**src/png_unf_pkg.sv**
```systemverilog
// shared types, constants and predictor functions of the png scanline unfilter
`timescale 1ns / 1ps
package png_unf_pkg;

   // defaults for the top level parameters
   localparam int DEF_MAX_WIDTH  = 1024;
   localparam int DEF_MAX_HEIGHT = 4096;

   // configuration register indexes
   localparam logic [1:0] CSR_IMAGE_WIDTH   = 2'd0;
   localparam logic [1:0] CSR_IMAGE_HEIGHT  = 2'd1;
   localparam logic [1:0] CSR_CHANNEL_COUNT = 2'd2;

   // configuration reset values
   localparam logic [10:0] RST_IMAGE_WIDTH   = 11'd1;
   localparam logic [12:0] RST_IMAGE_HEIGHT  = 13'd1;
   localparam logic [2:0]  RST_CHANNEL_COUNT = 3'd3;

   // row filter codes
   localparam logic [2:0] FILT_NONE  = 3'd0;
   localparam logic [2:0] FILT_SUB   = 3'd1;
   localparam logic [2:0] FILT_UP    = 3'd2;
   localparam logic [2:0] FILT_AVG   = 3'd3;
   localparam logic [2:0] FILT_PAETH = 3'd4;

   // inserted opaque alpha
   localparam logic [7:0] ALPHA_BYTE = 8'hFF;

   // result queue depth
   localparam int OQ_DEPTH = 4;
   localparam int OQ_PTR_W = $clog2(OQ_DEPTH);
   localparam int OQ_CNT_W = $clog2(OQ_DEPTH + 1);

   // number of channel cells
   localparam int NUM_CELLS = 4;

   // one result item
   typedef struct packed {
      logic [7:0] out_byte;
      logic       last_of_run;
      logic       end_of_row;
      logic       end_of_image;
      logic       filter_error;
   } rsp_type;

   // neighbor bytes held by one channel cell
   typedef struct packed {
      logic [7:0] left;
      logic [7:0] ul;
   } nbr_type;

   // update strobes shared by all cells
   typedef struct packed {
      logic wr;
      logic clr;
   } cell_ctl_type;

   // paeth predictor on left a, above b, upper-left c
   function automatic logic [7:0] paeth_pick(input logic [7:0] a, input logic [7:0] b,
                                              input logic [7:0] c);
      logic signed [9:0] da;
      logic signed [9:0] db;
      logic signed [9:0] dc;
      logic [9:0] pa;
      logic [9:0] pb;
      logic [9:0] pc;
      da = $signed({2'b00, b}) - $signed({2'b00, c});
      db = $signed({2'b00, a}) - $signed({2'b00, c});
      dc = da + db;
      pa = (da < 0) ? 10'(-da) : 10'(da);
      pb = (db < 0) ? 10'(-db) : 10'(db);
      pc = (dc < 0) ? 10'(-dc) : 10'(dc);
      if (pa <= pb && pa <= pc) begin
         return a;
      end else if (pb <= pc) begin
         return b;
      end
      return c;
   endfunction

   // average of left and above, rounded down
   function automatic logic [7:0] avg_pick(input logic [7:0] a, input logic [7:0] b);
      logic [8:0] s;
      s = {1'b0, a} + {1'b0, b};
      return s[8:1];
   endfunction

endpackage

```
**src/png_unf_outq.sv**
```systemverilog
// result queue: takes one or two items per push, gives one item per cycle while out_ready is high
`timescale 1ns / 1ps
module png_unf_outq (
   input  logic                 clock,
   input  logic                 reset,
   input  logic                 push_en,
   input  logic                 push_two,
   input  png_unf_pkg::rsp_type push_first,
   input  png_unf_pkg::rsp_type push_second,
   output logic                 room,
   output logic                 out_valid,
   output png_unf_pkg::rsp_type out_item,
   input  logic                 out_ready
);

   localparam int PTR_W = png_unf_pkg::OQ_PTR_W;
   localparam int CNT_W = png_unf_pkg::OQ_CNT_W;

   png_unf_pkg::rsp_type q_ff [png_unf_pkg::OQ_DEPTH];
   logic [PTR_W-1:0] wr_ptr_ff;
   logic [PTR_W-1:0] wr_ptr_in;
   logic [PTR_W-1:0] rd_ptr_ff;
   logic [PTR_W-1:0] rd_ptr_in;
   logic [CNT_W-1:0] cnt_ff;
   logic [CNT_W-1:0] cnt_in;
   logic             pop;
   logic [CNT_W-1:0] n_push;

   assign room      = cnt_ff <= CNT_W'(png_unf_pkg::OQ_DEPTH - 2);
   assign out_valid = cnt_ff != '0;
   assign out_item  = q_ff[rd_ptr_ff];
   assign pop       = out_valid && out_ready;

   // pointer and count bookkeeping
   always_comb begin
      n_push    = push_en ? (push_two ? CNT_W'(2) : CNT_W'(1)) : '0;
      wr_ptr_in = wr_ptr_ff + PTR_W'(n_push);
      rd_ptr_in = pop ? rd_ptr_ff + PTR_W'(1) : rd_ptr_ff;
      cnt_in    = cnt_ff + n_push - (pop ? CNT_W'(1) : CNT_W'(0));
   end

   always_ff @(posedge clock) begin
      if (reset) begin
         wr_ptr_ff <= '0;
         rd_ptr_ff <= '0;
         cnt_ff    <= '0;
      end else begin
         wr_ptr_ff <= wr_ptr_in;
         rd_ptr_ff <= rd_ptr_in;
         cnt_ff    <= cnt_in;
      end
   end

   // entry storage
   always_ff @(posedge clock) begin
      if (push_en) begin
         q_ff[wr_ptr_ff] <= push_first;
         if (push_two) begin
            q_ff[wr_ptr_ff + PTR_W'(1)] <= push_second;
         end
      end
   end

endmodule

```
**config.mk**
```make
export PLATFORM = sky130hd
export DESIGN_NAME = png_unf_outq
export DESIGN_NICKNAME = d
export VERILOG_FILES = /design/src/png_unf_pkg.sv /design/src/png_unf_outq.sv
export SDC_FILE = /design/constraint.sdc
export NUM_CORES = 1
export LEC_CHECK = 0
export BUFFER_PORTS_ARGS = -buffer_cell sky130_fd_sc_hd__buf_2
export CORE_ASPECT_RATIO = 1.2
export CORE_MARGIN = 8
export CORE_UTILIZATION = 55
export DETAILED_ROUTE_END_ITERATION = 12
export PLACE_DENSITY_LB_ADDON = 0.12
export SLEW_MARGIN = 30
export SYNTH_ARGS = -nofsm -noshare
export SYNTH_HDL_FRONTEND = slang
export SYNTH_SLANG_ARGS = --single-unit
export TNS_END_PERCENT = 10
```
**constraint.sdc**
```tcl
create_clock -name clock -period 2.6 [get_ports clock]
set_clock_uncertainty 0.2 [all_clocks]
set_input_delay 0.78 -clock clock [delete_from_list [all_inputs] [get_ports clock]]
set_output_delay 0.78 -clock clock [all_outputs]
set_load 0.02 [all_outputs]
```
Word level (Yosys, flattened, before mapping) --
Memory sizes are Yosys's and may differ from the RTL's. A register that Yosys moved wholly into a read port is not among the register bits. Index checks and enable logic that the tools add are counted. Widths: inputs -> output; s select.
Operators by class: $lt $le $gt $ge 1, add/subtract/negate cells 5, reductions and logical operators 2, muxes and demuxes 10
Operator list (count):
- $mux 2 | 4
- $mux 1 | 6
- $add 2x1->2 const B | 2
- $add 3x2->3 | 1
- $le 3x2->1 const B | 1
- $reduce_bool 3->1 | 1
- $sub 3x1->3 | 1
- $add 2x2->2 | 1
- $logic_and 1x1->1 | 1
Word-level totals: bits in registers 7, memories 1, word-level logic and storage cells 22, bits in writable memories 48, bits of input ports 29, output and inout bits 14
Memory list:
- q_ff | depth 4, width 12, read ports 1, clocked after Yosys merged registers in 1, write ports 2, RTL line png_unf_outq.sv:19 | png_unf_pkg::rsp_type q_ff [png_unf_pkg::OQ_DEPTH];

Longest topological paths before layout --
depth in word-level cells 4, mapped depth 8, mapped depth without buffers 8

Worst setup path before layout --
OpenSTA, ideal clock, no wires.
kind input -> register, from in push_two, to reg cnt_ff[2], data required time 2.322 ns, stages on the path 8, library setup time 0.078 ns, path buffers 0, arrival 2.152 ns, path slack 0.171 ns, cells stage by stage nand2b_1 > ha_1 > inv_1 > ha_1 > fa_1 > xor2_1 > and2_1 > nor3_1
Between the ends: word-level cells in the longest chain between the ends 4
Ends and longest elaborated chain:
- from (decl) | RTL line png_unf_outq.sv:7 | input logic push_two,
- $mux 2 (2 in a row) | RTL line png_unf_outq.sv:36 | n_push = push_en ? (push_two ? CNT_W'(2) : CNT_W'(1)) : '0;
- $add 3x2->3 | RTL line png_unf_outq.sv:39 | cnt_in = cnt_ff + n_push - (pop ? CNT_W'(1) : CNT_W'(0));
- $sub 3x1->3 | RTL line png_unf_outq.sv:39
- to (signal assigned) | RTL line png_unf_outq.sv:50 | cnt_ff <= cnt_in;
- to (decl) | RTL line png_unf_outq.sv:24 | logic [CNT_W-1:0] cnt_ff;
Every way passes these cells. A chain may end at the register's enable or synchronous reset.

==> flow_summary_export.csv <==
group,metric,value,unit
power_and_ir_drop,p_leak,0.00133,uW
floorplan,core_area,4940,sq um
global_routing,grt_pass1_vias,1864,
timing,fin_crit,2540,ps
routing,routed_wirelength,5860,um
timing,slew_violations,0,
finish,fin_util,0.692,
outcome,status,"finished, final reports clean",
clock_tree,cts_resized,0,
routing,firstDrtPassIters,4,
critical_path,cp_slowest_cell,"mux4_2",
power_and_ir_drop,ir_drop,0.552,mV
timing,final_hold_viol_count,0,
place,portBuffers,42,
timing,hold_ws,361,ps
timing,tightest_slew,467,ps
worst_hold_path,min_path_type,"reg -> reg",
synth,synth.distinct_cells,28,
floorplan,initial_core_util,0.571,
critical_path,endpoint_kind,"primary output",
timing,rsz0062_at_grt,"false",
finish,n_antenna_cell,0,
routing,vias,1667,
critical_path,crit_buf_inv,2,
timing,slew_headroom,0.685,
place,place_congestion,0.718,
finish,n_fill_cell,345,
global_routing,overflow,0,
finish,multi_input_area,1140,sq um
power_and_ir_drop,power.density,822,nW/um^2
global_routing,grt_antenna_before_repair,0,
finish,fin_nets,268,
routing,wl_per_cell,19.6,um
clock_tree,cts-root-buf,"clkbuf_8",
power_and_ir_drop,finalPower,2810,uW
synth,syn_nets,204,
finish,regArea,1620,sq um
routing,antenna_left,0,
clock_tree,clk_pin_slew,60,ps
floorplan,die_x,81.4,um
synth,synth_warnings,0,
critical_path,crit_family,"multiplexers",
critical_path,critPathLaunchType,"register",
timing,post-route-period-util,0.977,
critical_path,critPathRequiredTime,1620,ps
critical_path,crit_type,"reg -> out",
floorplan,die-height,94.5,um
timing,max_freq,394,MHz
finish,syn_to_final_growth,21.1,%
floorplan,rows,28,
routing,via_per_inst,5.58,
finish,drive_gt1_frac,0.561,
clock_tree,htreeDepth,3,
run,maxCapViolCount,0,
clock_tree,cts_setup_buffers,0,
critical_path,cp.arrival,1560,ps
global_routing,grt_max_degree,13,
floorplan,io_pins,43,
place,dp_hpwl,4100,um
global_routing,grt_use_total,0.167,
clock_tree,cts_buffers,9,
synth,syn_avg_cell_area,16.6,sq um
critical_path,path_max_fanout,12,
floorplan,dieArea,7690,sq um
global_routing,grt_pass1_wl,9300,um
clock_tree,cts.hold.buffers_added,0,
synth,syn-cell-area,2820,sq um
clock_tree,cts.sinks,57,
routing,drt_iter0_markers,129,
clock_tree,cts_tree,"yes",
clock_tree,clockBufferDepth,2,
synth,synthCells,170,
clock_tree,insertion_delay,330,ps
critical_path,crit_chain,"buf_12 > mux4_2 > buf_2",
timing,setup_violations,0,
synth,ys_seq_area_frac,0.575,
synth,ys_ff_latch,57,
routing,drc,0,
critical_path,slowest_delay,520,ps
worst reg2reg max path, stage by stage (launching register included):
cell     delay (ps)
dfxtp_1         350
o31a_1          350
ha_1            290
inv_1            30
ha_1            180
fa_1            380
xor2_1          170
and2_1          160
nor3_1          160
routing by layer:
layer	vias up	GRT usage	part of all wire
li1	793	-	-
met1	833	0.191	0.41
met2	33	0.286	0.54
met3	8	0.0323	0.032
met4	0	0.0896	0.017
met5	-	0	0
worst paths after layout:
| path | start | endpoint | slack [ps] | cells after the start |
|---|---|---|---|---|
| min reg2reg | rd_ptr_ff[0]$_SDFFE_PP0P_ | register | 360 | 2 |
| min | rd_ptr_ff[0]$_SDFFE_PP0P_ | register | 360 | 2 |
| max reg2reg | cnt_ff[2]$_SDFF_PP0_ | cnt_ff[2]$_SDFF_PP0_ | 260 | 8 |
| max | register | out_item[7] | 60 | 3 |
cells in the final DEF (no fill, tap or decap), drive strengths merged, types with 3 or more instances in the layout:
cell type	n
buf	60
edfxtp	48
mux2	48
mux4	12
clkbuf	12
dfxtp	9
nor2	7
nor2b	6
inv	6
ha	4
xnor2	3
synthesized netlist by cell type:
cell	instances	area, sq um
nor2_1	7	26.3
o31a_1	1	8.76
ha_1	4	50.1
or3_1	1	6.26
nand3_1	2	10.0
a21oi_1	2	10.0
inv_1	6	22.5
mux2_2	38	428
nand2b_1	1	6.26
or3_4	1	11.3
o311ai_0	1	8.76
dfxtp_1	9	180
nor2b_1	6	37.5
nand4_1	1	6.26
edfxtp_1	48	1440
and2_1	2	12.5
nand2_2	1	6.26
mux4_2	12	270
buf_2	3	15.0
o21ai_0	2	10.0
buf_6	1	11.3
fa_1	1	20.0
clkbuf_1	1	3.75
xnor2_1	3	26.3
nor3_1	2	10.0
xor2_1	2	17.5
mux2_4	10	150
buf_4	2	15.0
power by group:
group	internal [uW]	leakage [uW]	switching (uW)	total [uW]
logic	384	0.000707	407	791
registers	1100	0.000520	55.7	1150
clock network	534	0.0000997	331	865
sequential cells by signal (all words and copies together) (netlist names), named ones only:
signal	cells
cnt_ff	3
rd_ptr_ff	2
q_ff	48
wr_ptr_ff	2
per-stage QoR:
stage          std cells  setup TNS (ps)  instance area [sq um]  setup WS (ps)
2_1_floorplan        170               0                   2820            171
3_3_place_gp         283               0                   3210           28.8
3_5_place_dp         283           -87.8                   3210          -87.8
4_1_cts              299               0                   3420           35.1
5_1_grt              299               0                   3420           9.99
6_report             299               0                   3420           60.0
cell type report:
cell class,count,share of cell area
flip-flops and latches,57,0.475
multi-input cells,100,0.333
repair buffers,60,0.105
clock buffers,12,0.0395
well taps,60,0.0220
clock inverters,4,0.0198
inverters,6,0.00659
kinds of logic after synthesis:
kind of cell             Yosys count  share of synthesized area
multiplexers                      60                      0.301
flip-flops                        57                      0.575
AND/OR/NAND/NOR                   24                     0.0470
buffers and inverters             13                     0.0239
AO/OA/AOI/OAI                      6                     0.0133
XOR/XNOR                           5                     0.0155
adder cells (fa/ha/maj)            5                     0.0248
Power figures use the tool's default switching activity.
