<file path="config.mk">
export PLATFORM = sky130hd
export DESIGN_NAME = png_unf_cell
export DESIGN_NICKNAME = d
export VERILOG_FILES = /design/src/png_unf_pkg.sv /design/src/png_unf_cell.sv
export SDC_FILE = /design/constraint.sdc
export NUM_CORES = 1
export LEC_CHECK = 0
export BUFFER_PORTS_ARGS = -buffer_cell sky130_fd_sc_hd__buf_2
export CAP_MARGIN = 20
export CORE_MARGIN = 8
export CORE_UTILIZATION = 43
export DETAILED_ROUTE_END_ITERATION = 7
export GPL_ROUTABILITY_DRIVEN = 0
export PLACE_DENSITY = 0.85
export SYNTH_ARGS = -nofsm -noshare
export SYNTH_HDL_FRONTEND = slang
export SYNTH_SLANG_ARGS = --single-unit
export TNS_END_PERCENT = 100
</file>
<file path="constraint.sdc">
create_clock -name clock -period 1.2 [get_ports clock]
set_clock_uncertainty 0.1 [all_clocks]
set_input_delay 0.24 -clock clock [delete_from_list [all_inputs] [get_ports clock]]
set_output_delay 0.24 -clock clock [all_outputs]
set_load 0.005 [all_outputs]
</file>
<file path="src/png_unf_pkg.sv">
// shared types, constants and predictor functions of the png scanline unfilter
`timescale 1ns / 1ps
package png_unf_pkg;

   // defaults for the top level parameters
   localparam int DEF_MAX_WIDTH  = 1024;
   localparam int DEF_MAX_HEIGHT = 4096;

   // configuration register indexes
   localparam logic [1:0] CSR_IMAGE_WIDTH   = 2'd0;
   localparam logic [1:0] CSR_IMAGE_HEIGHT  = 2'd1;
   localparam logic [1:0] CSR_CHANNEL_COUNT = 2'd2;

   // configuration reset values
   localparam logic [10:0] RST_IMAGE_WIDTH   = 11'd1;
   localparam logic [12:0] RST_IMAGE_HEIGHT  = 13'd1;
   localparam logic [2:0]  RST_CHANNEL_COUNT = 3'd3;

   // row filter codes
   localparam logic [2:0] FILT_NONE  = 3'd0;
   localparam logic [2:0] FILT_SUB   = 3'd1;
   localparam logic [2:0] FILT_UP    = 3'd2;
   localparam logic [2:0] FILT_AVG   = 3'd3;
   localparam logic [2:0] FILT_PAETH = 3'd4;

   // inserted opaque alpha
   localparam logic [7:0] ALPHA_BYTE = 8'hFF;

   // result queue depth
   localparam int OQ_DEPTH = 4;
   localparam int OQ_PTR_W = $clog2(OQ_DEPTH);
   localparam int OQ_CNT_W = $clog2(OQ_DEPTH + 1);

   // number of channel cells
   localparam int NUM_CELLS = 4;

   // one result item
   typedef struct packed {
      logic [7:0] out_byte;
      logic       last_of_run;
      logic       end_of_row;
      logic       end_of_image;
      logic       filter_error;
   } rsp_type;

   // neighbor bytes held by one channel cell
   typedef struct packed {
      logic [7:0] left;
      logic [7:0] ul;
   } nbr_type;

   // update strobes shared by all cells
   typedef struct packed {
      logic wr;
      logic clr;
   } cell_ctl_type;

   // paeth predictor on left a, above b, upper-left c
   function automatic logic [7:0] paeth_pick(input logic [7:0] a, input logic [7:0] b,
                                              input logic [7:0] c);
      logic signed [9:0] da;
      logic signed [9:0] db;
      logic signed [9:0] dc;
      logic [9:0] pa;
      logic [9:0] pb;
      logic [9:0] pc;
      da = $signed({2'b00, b}) - $signed({2'b00, c});
      db = $signed({2'b00, a}) - $signed({2'b00, c});
      dc = da + db;
      pa = (da < 0) ? 10'(-da) : 10'(da);
      pb = (db < 0) ? 10'(-db) : 10'(db);
      pc = (dc < 0) ? 10'(-dc) : 10'(dc);
      if (pa <= pb && pa <= pc) begin
         return a;
      end else if (pb <= pc) begin
         return b;
      end
      return c;
   endfunction

   // average of left and above, rounded down
   function automatic logic [7:0] avg_pick(input logic [7:0] a, input logic [7:0] b);
      logic [8:0] s;
      s = {1'b0, a} + {1'b0, b};
      return s[8:1];
   endfunction

endpackage

</file>
<file path="src/png_unf_cell.sv">
// one channel cell: holds left and upper-left bytes of its channel, passes the selection on
`timescale 1ns / 1ps
module png_unf_cell (
   input  logic                      clock,
   input  logic                      reset,
   input  logic                      sel,
   input  png_unf_pkg::cell_ctl_type ctl,
   input  logic [7:0]                recon,
   input  logic [7:0]                above,
   input  png_unf_pkg::nbr_type      chain_in,
   output png_unf_pkg::nbr_type      chain_out
);

   logic [7:0] left_ff;
   logic [7:0] left_in;
   logic [7:0] ul_ff;
   logic [7:0] ul_in;

   // row end clears, the selected cell takes the new bytes
   always_comb begin
      left_in = left_ff;
      ul_in   = ul_ff;
      if (ctl.clr) begin
         left_in = '0;
         ul_in   = '0;
      end else if (ctl.wr && sel) begin
         left_in = recon;
         ul_in   = above;
      end
   end

   always_ff @(posedge clock) begin
      if (reset) begin
         left_ff <= '0;
         ul_ff   <= '0;
      end else begin
         left_ff <= left_in;
         ul_ff   <= ul_in;
      end
   end

   // selected cell puts its bytes on the chain, others pass the neighbor's
   always_comb begin
      if (sel) begin
         chain_out.left = left_ff;
         chain_out.ul   = ul_ff;
      end else begin
         chain_out = chain_in;
      end
   end

endmodule

</file>
* Yosys cells after proc, flatten, opt, wreduce, memory -nomap -nowiden *
Index checks and enable logic that the tools add are counted.

storage, ports and cells
  bits in registers = 16
  output and inout port bits = 16

operators by class
  reductions and logical operators = 2
  muxes and demuxes = 1

operators with widths
  operator            number
  2-to-1 mux 16 bit   1
  OR reduction 2 bit  1
  logical AND 1 bit   1

* Logic depth before layout (Yosys ltp) *
  word-level depth = 1
  gate-level depth with buffers = 4
  depth with buffers taken out = 2

* Least setup slack after synthesis *
Ideal clock, no wire load.

  path kind = input port to output port
  start = input port sel
  end = output port chain_out[7] (netlist bit)
  path buffers = 1
  cell stages on the path = 2
  path slack = 0.081 ns
  data required time = 0.860 ns
  arrival time = 0.779 ns
  cells stage by stage = buf_2 mux2_2

RTL lines
  item         RTL line            text
  from (decl)  png_unf_cell.sv:6   input logic sel,
  to (decl)    png_unf_cell.sv:11  output png_unf_pkg::nbr_type chain_out

==> run_summary.xml <==
<?xml version="1.0" encoding="UTF-8"?>
<metrics>
  <group name="run_status">
    <metric name="outcome" unit="">finished with violations</metric>
    <metric name="failing_checks" unit="">negative setup slack</metric>
  </group>
  <group name="clock_tree">
    <metric name="clockRootBuffer" unit="">sky130_fd_sc_hd__clkbuf_4</metric>
    <metric name="cts.htree.levels" unit="">1</metric>
    <metric name="tritoncts_clock_tree" unit="">done</metric>
    <metric name="cts_made_buffers" unit="">3</metric>
    <metric name="clock_latency_on_the_worst_skew_pair" unit="ns">0.28</metric>
    <metric name="clkSlewWorstSetupHoldPaths" unit="ns">0.09</metric>
    <metric name="max-clock-path-buffers" unit="">2</metric>
    <metric name="cts.sink_count" unit="">16</metric>
  </group>
  <group name="power">
    <metric name="vdd_ir_drop_max" unit="mV">0.602</metric>
    <metric name="p_sw_share" unit="%">24.2</metric>
    <metric name="power.share.clock" unit="%">28.5</metric>
    <metric name="report.power.total" unit="uW">1250</metric>
    <metric name="static-leakage-power" unit="uW">0.000693</metric>
    <metric name="combPwrFrac" unit="%">27.4</metric>
    <metric name="p_int" unit="uW">943</metric>
    <metric name="p_per_area" unit="mW/mm2">827</metric>
    <metric name="power.share.sequential" unit="%">44.1</metric>
    <metric name="total_switching_power" unit="uW">302</metric>
  </group>
  <group name="yosys">
    <metric name="synth.area.mux_share" unit="%">19.3</metric>
    <metric name="largest_family_of_logic_cells_by_synthesized_area" unit="">compound AO/OA/AOI/OAI gates</metric>
    <metric name="postSynthRegisterBits" unit="">16</metric>
    <metric name="synth_compound_area_share" unit="%">29.7</metric>
    <metric name="ys.warnings.count" unit="">0</metric>
    <metric name="synth.distinct_cells" unit="">12</metric>
    <metric name="synth-edff-count" unit="">0</metric>
    <metric name="async_reset_ff_share" unit="%">0</metric>
    <metric name="synthFlopType" unit="">sky130_fd_sc_hd__dfxtp_1</metric>
    <metric name="synth_area_per_cell" unit="um2">10.3</metric>
    <metric name="post_synthesis_share_of_cell_area_spent_on_xor_and_xnor_gates" unit="%">0</metric>
    <metric name="synth_cells" unit="">91</metric>
    <metric name="synthesis.area" unit="um2">936</metric>
    <metric name="synth_common_cells" unit="">sky130_fd_sc_hd__dfxtp_1, sky130_fd_sc_hd__nand3_1, sky130_fd_sc_hd__a21bo_1, sky130_fd_sc_hd__a21oi_2, sky130_fd_sc_hd__mux2_2</metric>
    <metric name="area_share_of_the_leading_cell_type_in_the_synthesized_netlist" unit="%">34.2</metric>
    <metric name="post-synth-top-area-cell" unit="">sky130_fd_sc_hd__dfxtp_1</metric>
    <metric name="synth.yosys.seq_area_share" unit="%">34.2</metric>
    <metric name="synth.area.top_cells" unit="">sky130_fd_sc_hd__dfxtp_1, sky130_fd_sc_hd__mux2_2, sky130_fd_sc_hd__a21bo_1, sky130_fd_sc_hd__a21oi_2, sky130_fd_sc_hd__nand3_1</metric>
    <metric name="synth_simple_gate_area_share" unit="%">9.22</metric>
    <metric name="yosys.area_share.adder" unit="%">0</metric>
    <metric name="syn-num-nets" unit="">128</metric>
  </group>
  <group name="place">
    <metric name="place_area" unit="mm2">0.00126</metric>
    <metric name="dp_cells" unit="">169</metric>
    <metric name="dp.final_hpwl" unit="um">1840</metric>
    <metric name="io_buffer_count" unit="">52</metric>
  </group>
  <group name="min_path">
    <metric name="whs_path_depth" unit="">3</metric>
    <metric name="hold_path.class" unit="">input pin to flip-flop</metric>
    <metric name="holdPathEnd" unit="">ul_ff[4]</metric>
    <metric name="hold_path_startpoint" unit="">above[4]</metric>
  </group>
  <group name="global_route">
    <metric name="grt_usage" unit="%">13.8</metric>
    <metric name="vias_in_the_first_global_route" unit="">967</metric>
    <metric name="pin_count_of_the_biggest_net_entering_global_routing" unit="">33</metric>
    <metric name="overflow" unit="">0</metric>
    <metric name="grt_pass1_wl" unit="um">4460</metric>
    <metric name="grt_antenna_before_repair" unit="">0</metric>
  </group>
  <group name="critical_path">
    <metric name="cpLargestDelayFamily" unit="">flip-flops</metric>
    <metric name="timing.critical_path.to_type" unit="">output pin</metric>
    <metric name="worst_path_max_delay_cell" unit="">sky130_fd_sc_hd__dfxtp_2</metric>
    <metric name="worst_path_class_setup" unit="">flip-flop to output pin</metric>
    <metric name="worst_path_largest_cell_delay" unit="ns">0.33</metric>
    <metric name="critical_path.startpoint_type" unit="">flip-flop</metric>
    <metric name="crit_chain" unit="">mux2_4 -&gt; buf_6</metric>
    <metric name="timing.critical_path.buf_inv" unit="">1</metric>
    <metric name="r2r_start" unit="">left_ff[5]</metric>
    <metric name="length_in_cells_of_the_worst_reg_to_reg_path" unit="">2</metric>
    <metric name="worst-r2r-setup-slack" unit="ns">0.33</metric>
    <metric name="crit_arrival" unit="ns">1.00</metric>
    <metric name="worst-path-max-fanout" unit="">2</metric>
    <metric name="reg2reg_to" unit="">left_ff[5]</metric>
    <metric name="path_depth" unit="">2</metric>
    <metric name="worst-endpoint-required" unit="ns">0.86</metric>
  </group>
  <group name="timing">
    <metric name="rsz0062_at_grt" unit="">yes</metric>
    <metric name="fin_ws" unit="ns">-0.135</metric>
    <metric name="slew_viol_final" unit="">0</metric>
    <metric name="timing_worst_slew_pin_value" unit="ns">0.226</metric>
    <metric name="period_share" unit="%">111</metric>
    <metric name="final.setup.tns" unit="ns">-1.98</metric>
    <metric name="relative_slew_margins" unit="%">85.0</metric>
    <metric name="setup-violations-final" unit="">16</metric>
    <metric name="clock.fmax" unit="GHz">0.749</metric>
    <metric name="hold_violations" unit="">0</metric>
    <metric name="post_layout_min_period" unit="ns">1.34</metric>
  </group>
  <group name="layout">
    <metric name="finalNetCount" unit="">187</metric>
    <metric name="drive_above_1_share" unit="%">76.5</metric>
    <metric name="number_of_inserted_filler_cells_in_the_final_layout" unit="">150</metric>
    <metric name="insertedDiodeCount" unit="">0</metric>
    <metric name="finish.instance_area" unit="mm2">0.00151</metric>
    <metric name="register_area" unit="um2">338</metric>
    <metric name="area_growth" unit="%">60.8</metric>
    <metric name="multi_input_area" unit="um2">593</metric>
    <metric name="finish.cell_count_without_fillers" unit="">177</metric>
  </group>
  <group name="detailed_routing">
    <metric name="avgRoutedWirePerCell" unit="um">15.0</metric>
    <metric name="via_count" unit="">910</metric>
    <metric name="drc" unit="">0</metric>
    <metric name="viasPerCell" unit="">5.14</metric>
    <metric name="drt_pass1_iterations" unit="">4</metric>
    <metric name="ant_nets" unit="">0</metric>
    <metric name="drt_first_iter_violations" unit="">31</metric>
    <metric name="routed_wirelength" unit="um">2660</metric>
  </group>
  <group name="floorplanning">
    <metric name="fp-row-count" unit="">17</metric>
    <metric name="floorplan.die.height" unit="um">62.7</metric>
    <metric name="core_area" unit="mm2">0.00213</metric>
    <metric name="initial_core_util" unit="%">44.0</metric>
    <metric name="chipWidth" unit="um">62.7</metric>
    <metric name="design.portCount" unit="">53</metric>
    <metric name="die_area" unit="mm2">0.00393</metric>
  </group>
  <group name="flow_run">
    <metric name="cap_violations" unit="">0</metric>
  </group>
</metrics>
placed cells by master (no fill, tap or decap), types with 2 or more instances in the layout:
| cell | instances |
|---|---|
| sky130_fd_sc_hd__buf_4 | 9 |
| sky130_fd_sc_hd__a21bo_2 | 6 |
| sky130_fd_sc_hd__dfxtp_1 | 2 |
| sky130_fd_sc_hd__buf_12 | 3 |
| sky130_fd_sc_hd__clkbuf_4 | 3 |
| sky130_fd_sc_hd__mux2_2 | 3 |
| sky130_fd_sc_hd__mux2_4 | 13 |
| sky130_fd_sc_hd__nand3_1 | 16 |
| sky130_fd_sc_hd__dfxtp_2 | 14 |
| sky130_fd_sc_hd__buf_2 | 37 |
| sky130_fd_sc_hd__a21bo_1 | 10 |
| sky130_fd_sc_hd__buf_6 | 14 |
| sky130_fd_sc_hd__a21oi_2 | 10 |
| sky130_fd_sc_hd__a21oi_1 | 6 |
worst min-delay path, stage by stage:
cell,delay [ns]
sky130_fd_sc_hd__buf_2,0.09
sky130_fd_sc_hd__nand3_1,0.07
sky130_fd_sc_hd__a21oi_2,0.05
metrics by stage:
stage / hold WS [ns] / util [%] / worst slack [ns]
global placement: 0.399 / 59.1 / -0.126
global route: 0.0777 / 70.8 / -0.180
floorplan: 0.287 / - / 0.0812
CTS: 0.0741 / 68.3 / -0.159
detailed placement: 0.403 / 59.1 / -0.164
finish: 0.0936 / 70.8 / -0.135
metal layers:
layer	part of all wire [%]	vias to the layer above	global-route usage, %
met4	4.0	0	11.4
met1	41	421	14.7
met3	6.2	10	5.02
li1	-	443	-
met2	48	36	21.3
met5	0	-	0
flip-flops by register name, indices dropped and copies added, names as in the netlist:
| register | count |
|---|---|
| left_ff | 8 |
| ul_ff | 8 |
repair_timing:
action,in CTS,in global routing
endpoints found under the setup margin,16,16
hold endpoints to repair,0,0
gates resized for setup,28,14
hold buffers,0,0
setup buffers,3,0
gates cloned,1,0
cell type report:
type / instances / area share [%]
Timing Repair Buffer: 64 / 33.4
Clock buffer: 4 / 2.41
Sequential cell: 16 / 22.4
Multi-Input combinational cell: 65 / 39.4
Tap cell: 28 / 2.33
logic make-up (layout without fill, tap and decap cells):
logic type,Yosys count,count (layout)
flops,16,16
mux,16,16
simple gates,17,17
buf+inv,10,68
compound gates,32,32
how the worst max path moves through the flow:
stage / from / endpoint / slack, ns
floorplan: sel / chain_out[7] / 0.08
global placement: sel / chain_out[7] / -0.13
detailed placement: sel / chain_out[9] / -0.16
CTS: left_ff[1] / chain_out[9] / -0.16
global route: left_ff[1] / chain_out[9] / -0.18
finish: left_ff[1] / chain_out[9] / -0.14
power groups by stage:
stage          clock (uW)  sequential, uW  combinational, uW
6_report              355             549                341
5_1_grt               398             550                367
4_1_cts               372             548                320
3_5_place_dp            0             560                252
3_3_place_gp            0             559                244
2_1_floorplan           0             558                132
No activity file was read; power rests on OpenSTA's default activity.
